===== src/rtl/core/tlsm_pkg.sv =====
package tlsm_pkg;

   localparam int DEF_MAX_POINTS = 1024;
   localparam int DEF_MAX_TETS   = 4096;

   localparam int COORD_W = 32;
   localparam int SUM_W   = 48;
   localparam int TALLY_W = 16;
   localparam int VERT_W  = 10;
   localparam int SLOT_W  = 12;
   localparam int LANES   = 3;

   typedef enum logic [1:0] {
      CMD_LOAD_POINT = 2'd0,
      CMD_LOAD_TET   = 2'd1,
      CMD_RUN        = 2'd2,
      CMD_READ_POINT = 2'd3
   } cmd_type;

   typedef enum logic [1:0] {
      STAT_OK    = 2'd0,
      STAT_BAD   = 2'd1,
      STAT_RANGE = 2'd2
   } status_type;

   typedef enum logic [1:0] {
      REG_POINT_COUNT = 2'd0,
      REG_TET_COUNT   = 2'd1,
      REG_PASS_COUNT  = 2'd2,
      REG_NONE        = 2'd3
   } reg_type;

   typedef struct packed {
      logic                     pin;
      logic [LANES-1:0][COORD_W-1:0] crd;
   } pos_type;

   typedef struct packed {
      logic [TALLY_W-1:0]          tally;
      logic [LANES-1:0][SUM_W-1:0] sum;
   } sum_type;

endpackage


===== src/rtl/core/tlsm_div.sv =====
module tlsm_div import tlsm_pkg::*; (
   input  logic                            clock,
   input  logic                            reset,
   input  logic                            start,
   input  logic [LANES-1:0][SUM_W-1:0]     dividend,
   input  logic [TALLY_W-1:0]              divisor,
   output logic                            done,
   output logic [LANES-1:0][COORD_W-1:0]   quot
);

   localparam int CNT_W = $clog2(SUM_W);

   logic                          run_ff, run_in;
   logic                          done_ff, done_in;
   logic [CNT_W-1:0]              cnt_ff, cnt_in;
   logic [TALLY_W-1:0]            dvs_ff, dvs_in;
   logic [LANES-1:0]              neg_ff, neg_in;
   logic [LANES-1:0][TALLY_W-1:0] rem_ff, rem_in;
   logic [LANES-1:0][SUM_W-1:0]   q_ff, q_in;
   logic [LANES-1:0][TALLY_W:0]   trial;
   logic [LANES-1:0][SUM_W-1:0]   mag;

   // magnitude restoring division, one quotient bit per cycle per lane
   always_comb begin
      run_in  = run_ff;
      done_in = 1'b0;
      cnt_in  = cnt_ff;
      dvs_in  = dvs_ff;
      neg_in  = neg_ff;
      rem_in  = rem_ff;
      q_in    = q_ff;
      for (int i = 0; i < LANES; i++) begin
         trial[i] = {rem_ff[i], q_ff[i][SUM_W-1]};
         mag[i]   = q_ff[i];
      end
      if (start) begin
         run_in = 1'b1;
         cnt_in = '0;
         dvs_in = divisor;
         for (int i = 0; i < LANES; i++) begin
            neg_in[i] = dividend[i][SUM_W-1];
            q_in[i]   = dividend[i][SUM_W-1] ? (~dividend[i] + 1'b1) : dividend[i];
            rem_in[i] = '0;
         end
      end else if (run_ff) begin
         for (int i = 0; i < LANES; i++) begin
            if (trial[i] >= {1'b0, dvs_ff}) begin
               rem_in[i] = TALLY_W'(trial[i] - {1'b0, dvs_ff});
               q_in[i]   = {q_ff[i][SUM_W-2:0], 1'b1};
            end else begin
               rem_in[i] = trial[i][TALLY_W-1:0];
               q_in[i]   = {q_ff[i][SUM_W-2:0], 1'b0};
            end
         end
         cnt_in = cnt_ff + 1'b1;
         if (cnt_ff == CNT_W'(SUM_W - 1)) begin
            run_in  = 1'b0;
            done_in = 1'b1;
         end
      end
   end

   always_ff @(posedge clock) begin
      if (reset) begin
         run_ff  <= 1'b0;
         done_ff <= 1'b0;
         cnt_ff  <= '0;
      end else begin
         run_ff  <= run_in;
         done_ff <= done_in;
         cnt_ff  <= cnt_in;
      end
      dvs_ff <= dvs_in;
      neg_ff <= neg_in;
      rem_ff <= rem_in;
      q_ff   <= q_in;
   end

   always_comb begin
      for (int i = 0; i < LANES; i++) begin
         quot[i] = neg_ff[i] ? COORD_W'(~mag[i] + 1'b1) : mag[i][COORD_W-1:0];
      end
   end

   assign done = done_ff;

endmodule


===== config.mk =====
export PLATFORM = sky130hd
export DESIGN_NAME = tlsm_div
export DESIGN_NICKNAME = d
export VERILOG_FILES = /design/src/rtl/core/tlsm_pkg.sv /design/src/rtl/core/tlsm_div.sv
export SDC_FILE = /design/constraint.sdc
export NUM_CORES = 1
export LEC_CHECK = 0
export ABC_AREA = 1
export CORE_UTILIZATION = 35
export CTS_CLUSTER_DIAMETER = 100
export DETAILED_ROUTE_END_ITERATION = 8
export DONT_BUFFER_PORTS = 1
export PLACE_DENSITY = 0.59
export SKIP_LAST_GASP = 1
export SYNTH_ARGS = -nofsm -noshare
export SYNTH_HDL_FRONTEND = slang
export SYNTH_SLANG_ARGS = --single-unit

===== constraint.sdc =====
create_clock -name clock -period 9.9 [get_ports clock]
set_input_delay 1.485 -clock clock [delete_from_list [all_inputs] [get_ports clock]]
set_output_delay 1.485 -clock clock [all_outputs]
set_load 0.005 [all_outputs]

==> flow_metrics.env <==
export IMPL_leakage_uw=0.00958
export IMPL_synth_top_cells_by_count="nand2_1, nor2_1, inv_1"
export IMPL_cts_root_buf="clkbuf_16"
export IMPL_core_area_sq_um=55100
export IMPL_nFillCells=6093
export IMPL_nNetsFinal=3232
export IMPL_max_stage_delay_ns=0.83
export IMPL_vias_per_cell=4.96
export IMPL_syn_cell_area_sq_um=19500
export IMPL_clkTransAtPathRegs_ns=0.06
export IMPL_hold_start="rem_ff[15]"
export IMPL_crit_buf_inv=1
export IMPL_grt_pass1_vias=17300
export IMPL_vias=18800
export IMPL_timing_slew_headroom_pct=26.0
export IMPL_ios=260
export IMPL_synth_enable_flop_cells=163
export IMPL_path_cells="clkinv_1 > o21ai_0 > nor2_1 > xnor2_1"
export IMPL_worst_pin_slew_ns=1.11
export IMPL_synth_cell_type_count=47
export IMPL_cts_tree="built"
export IMPL_syn_avg_cell_area_sq_um=6.37
export IMPL_hold_buffers=0
export IMPL_grt_max_degree=145
export IMPL_cts_sinks=219
export IMPL_synth_top_area_share_pct=25.1
export IMPL_rrSetupSlack_ns=7.01
export IMPL_drtIter0Drc=1353
export IMPL_cpMaxStageDelayCell="edfxtp_1"
export IMPL_synth_ff_type="edfxtp_1"
export IMPL_worstReg2RegStart="dvs_ff[1]"
export IMPL_final_setup_worst_slack_ns=5.57
export IMPL_required_ns=8.42
export IMPL_routed_wl_mm=60.1
export IMPL_grt_first_pass_wirelength_mm=94.1
export IMPL_antenna_found_initial=3
export IMPL_cts_resized=0
export IMPL_cp_top_family="flip-flops"
export IMPL_timing_final_crit_period_ns=4.33
export IMPL_ys_seq_elements=219
export IMPL_cts_buffers=29
export IMPL_die_w_um=238
export IMPL_grt_remaining_overflow=0
export IMPL_rows=86
export IMPL_final_hold_viol_count=0
export IMPL_worstSetupStartpoint="neg_ff[2]"
export IMPL_postCtsSetupRepairBufs=0
export IMPL_status="completed"
export IMPL_place_ws_ns=6.09
export IMPL_timing_hold_ws_ns=0.470
export IMPL_critPathCaptureType="output port"
export IMPL_synthCells=3062
export IMPL_tns_ns=0
export IMPL_clock_fmax_ghz=0.231
export IMPL_grt_use_total_pct=20.8
export IMPL_wl_per_cell_um=15.9
export IMPL_synth_top_area_cell="edfxtp_1"
export IMPL_hpwl_mm=46.2
export IMPL_synth_nets=3283
export IMPL_ant_nets=0
export IMPL_critPathKind="reg2out"
export IMPL_die_h_um=238
export IMPL_dr_pass1_iters=6
export IMPL_drc_errors=0
export IMPL_arrival_ns=2.85
export IMPL_die_area_sq_um=56600
export IMPL_start_util_pct=35.4
export IMPL_worstPathMaxFanout=22
export IMPL_ys_seq_area_share_pct=30.9
export IMPL_vdd_drop_max_uv=108
export IMPL_synthTopCellsByArea="edfxtp_1, nand2_1, nor2_1"
export IMPL_clk_path_buf_depth=3
export IMPL_syn_to_final_growth_pct=7.47
export IMPL_hp_class="reg2reg"
export IMPL_utilization_pct=38.0
export IMPL_final_max_slew_viol_count=0
export IMPL_layout_drive_gt1_share_pct=3.46
export IMPL_fin_skew_ns=0.0183
export IMPL_io_buffer_count=0
export IMPL_finalSetupViolations=0
export IMPL_gp_congestion=0.993
export IMPL_cts_max_level=1
export IMPL_yosys_warnings=0
export IMPL_startpoint_type="flop"
export IMPL_finalCritPeriodShare_pct=43.7
export IMPL_synthArstFlopShare_pct=0
export IMPL_drv_cap=0
export IMPL_rsz0062_at_grt="false"
export IMPL_synth_most_common_cell="nand2_1"
export IMPL_clk_latency_ns=0.57
export IMPL_power_density_nw_per_um2=130
[layer usage]
| metal | routed length (um) | vias up | GRT usage (%) |
|---|---|---|---|
| met4 | 2240 | 0 | 7.94 |
| met3 | 4130 | 108 | 4.20 |
| met1 | 27300 | 8430 | 27.7 |
| li1 | - | 9703 | - |
| met5 | 0 | - | 0 |
| met2 | 26500 | 518 | 32.9 |
[final cells by class]
cell class / count / area, sq um / area share, %
well taps: 748 / 936 / 4.47
diodes: 3 / 7.51 / 0.0358
multi-input cells: 2388 / 11700 / 55.7
repair buffers: 4 / 30.0 / 0.143
inverters: 369 / 1390 / 6.65
clock buffers: 41 / 791 / 3.77
flip-flops and latches: 219 / 6020 / 28.7
clock inverters: 10 / 113 / 0.538
[sequential cells by signal, indices dropped and copies added, names as in the netlist]
| name | count |
|---|---|
| rem_ff | 48 |
| done | 1 |
| dvs_ff | 16 |
| neg_ff | 3 |
| mag | 144 |
| cnt_ff | 6 |
| run_ff | 1 |
[metrics by stage]
step	power, uW	instances	cell area [sq um]
floorplan	1570	3062	19500
global placement	1710	3728	20000
detailed placement	1720	3728	20000
CTS	2750	3779	20900
global route	2850	3782	21000
finish	2720	3782	21000
[power by group]
part	internal, uW	total [uW]	switching, uW
logic	168	544	376
registers	1090	1160	70.3
clock network	605	1010	409
[placed cells by master (no fill, tap or decap), drive strengths merged, types with 6 or more instances in the layout]
master | synthesis | layout
clkinv | 2 | 8
o21bai | 6 | 6
o211ai | 6 | 6
a31oi | 15 | 15
nand4 | 50 | 50
nor2 | 416 | 416
nor3 | 33 | 33
nand3b | 21 | 21
or2 | 6 | 6
xnor2 | 43 | 43
inv | 367 | 369
xor2 | 123 | 123
o21ai | 180 | 180
nand2 | 1060 | 1060
dfxtp | 56 | 56
nand3 | 300 | 300
edfxtp | 163 | 163
clkbuf | 45 | 41
a21oi | 52 | 52
ha | 55 | 55
[worst register-to-register path, delay by kind of cell, from the launching register on]
family / cells / cell delay, ns
and+or+nand+nor: 7 / 1.18
DFF: 1 / 0.62
adders and majority gates: 1 / 0.40
buffers and inverters: 1 / 0.30
AOI/OAI and AO/OA: 1 / 0.11
[path summary, 6_finish.rpt]
path,to,cells past startpoint
setup reg to reg,mag[48],10
hold / removal,rem_ff[15],2
hold reg to reg,rem_ff[15],2
setup / recovery,quot[75],4
[cells by family (layout without fill, tap and decap cells)]
kind of cell	after synthesis	in the layout	synth area share [%]
flops	219	219	30.9
other cells	0	3	0
fa+ha+maj	58	58	3.84
compound gates	269	269	7.63
buf+inv	455	424	9.38
simple gates	1895	1895	40.8
xor+xnor	166	166	7.46
Note: power is estimated with default switching activity, not from simulation.
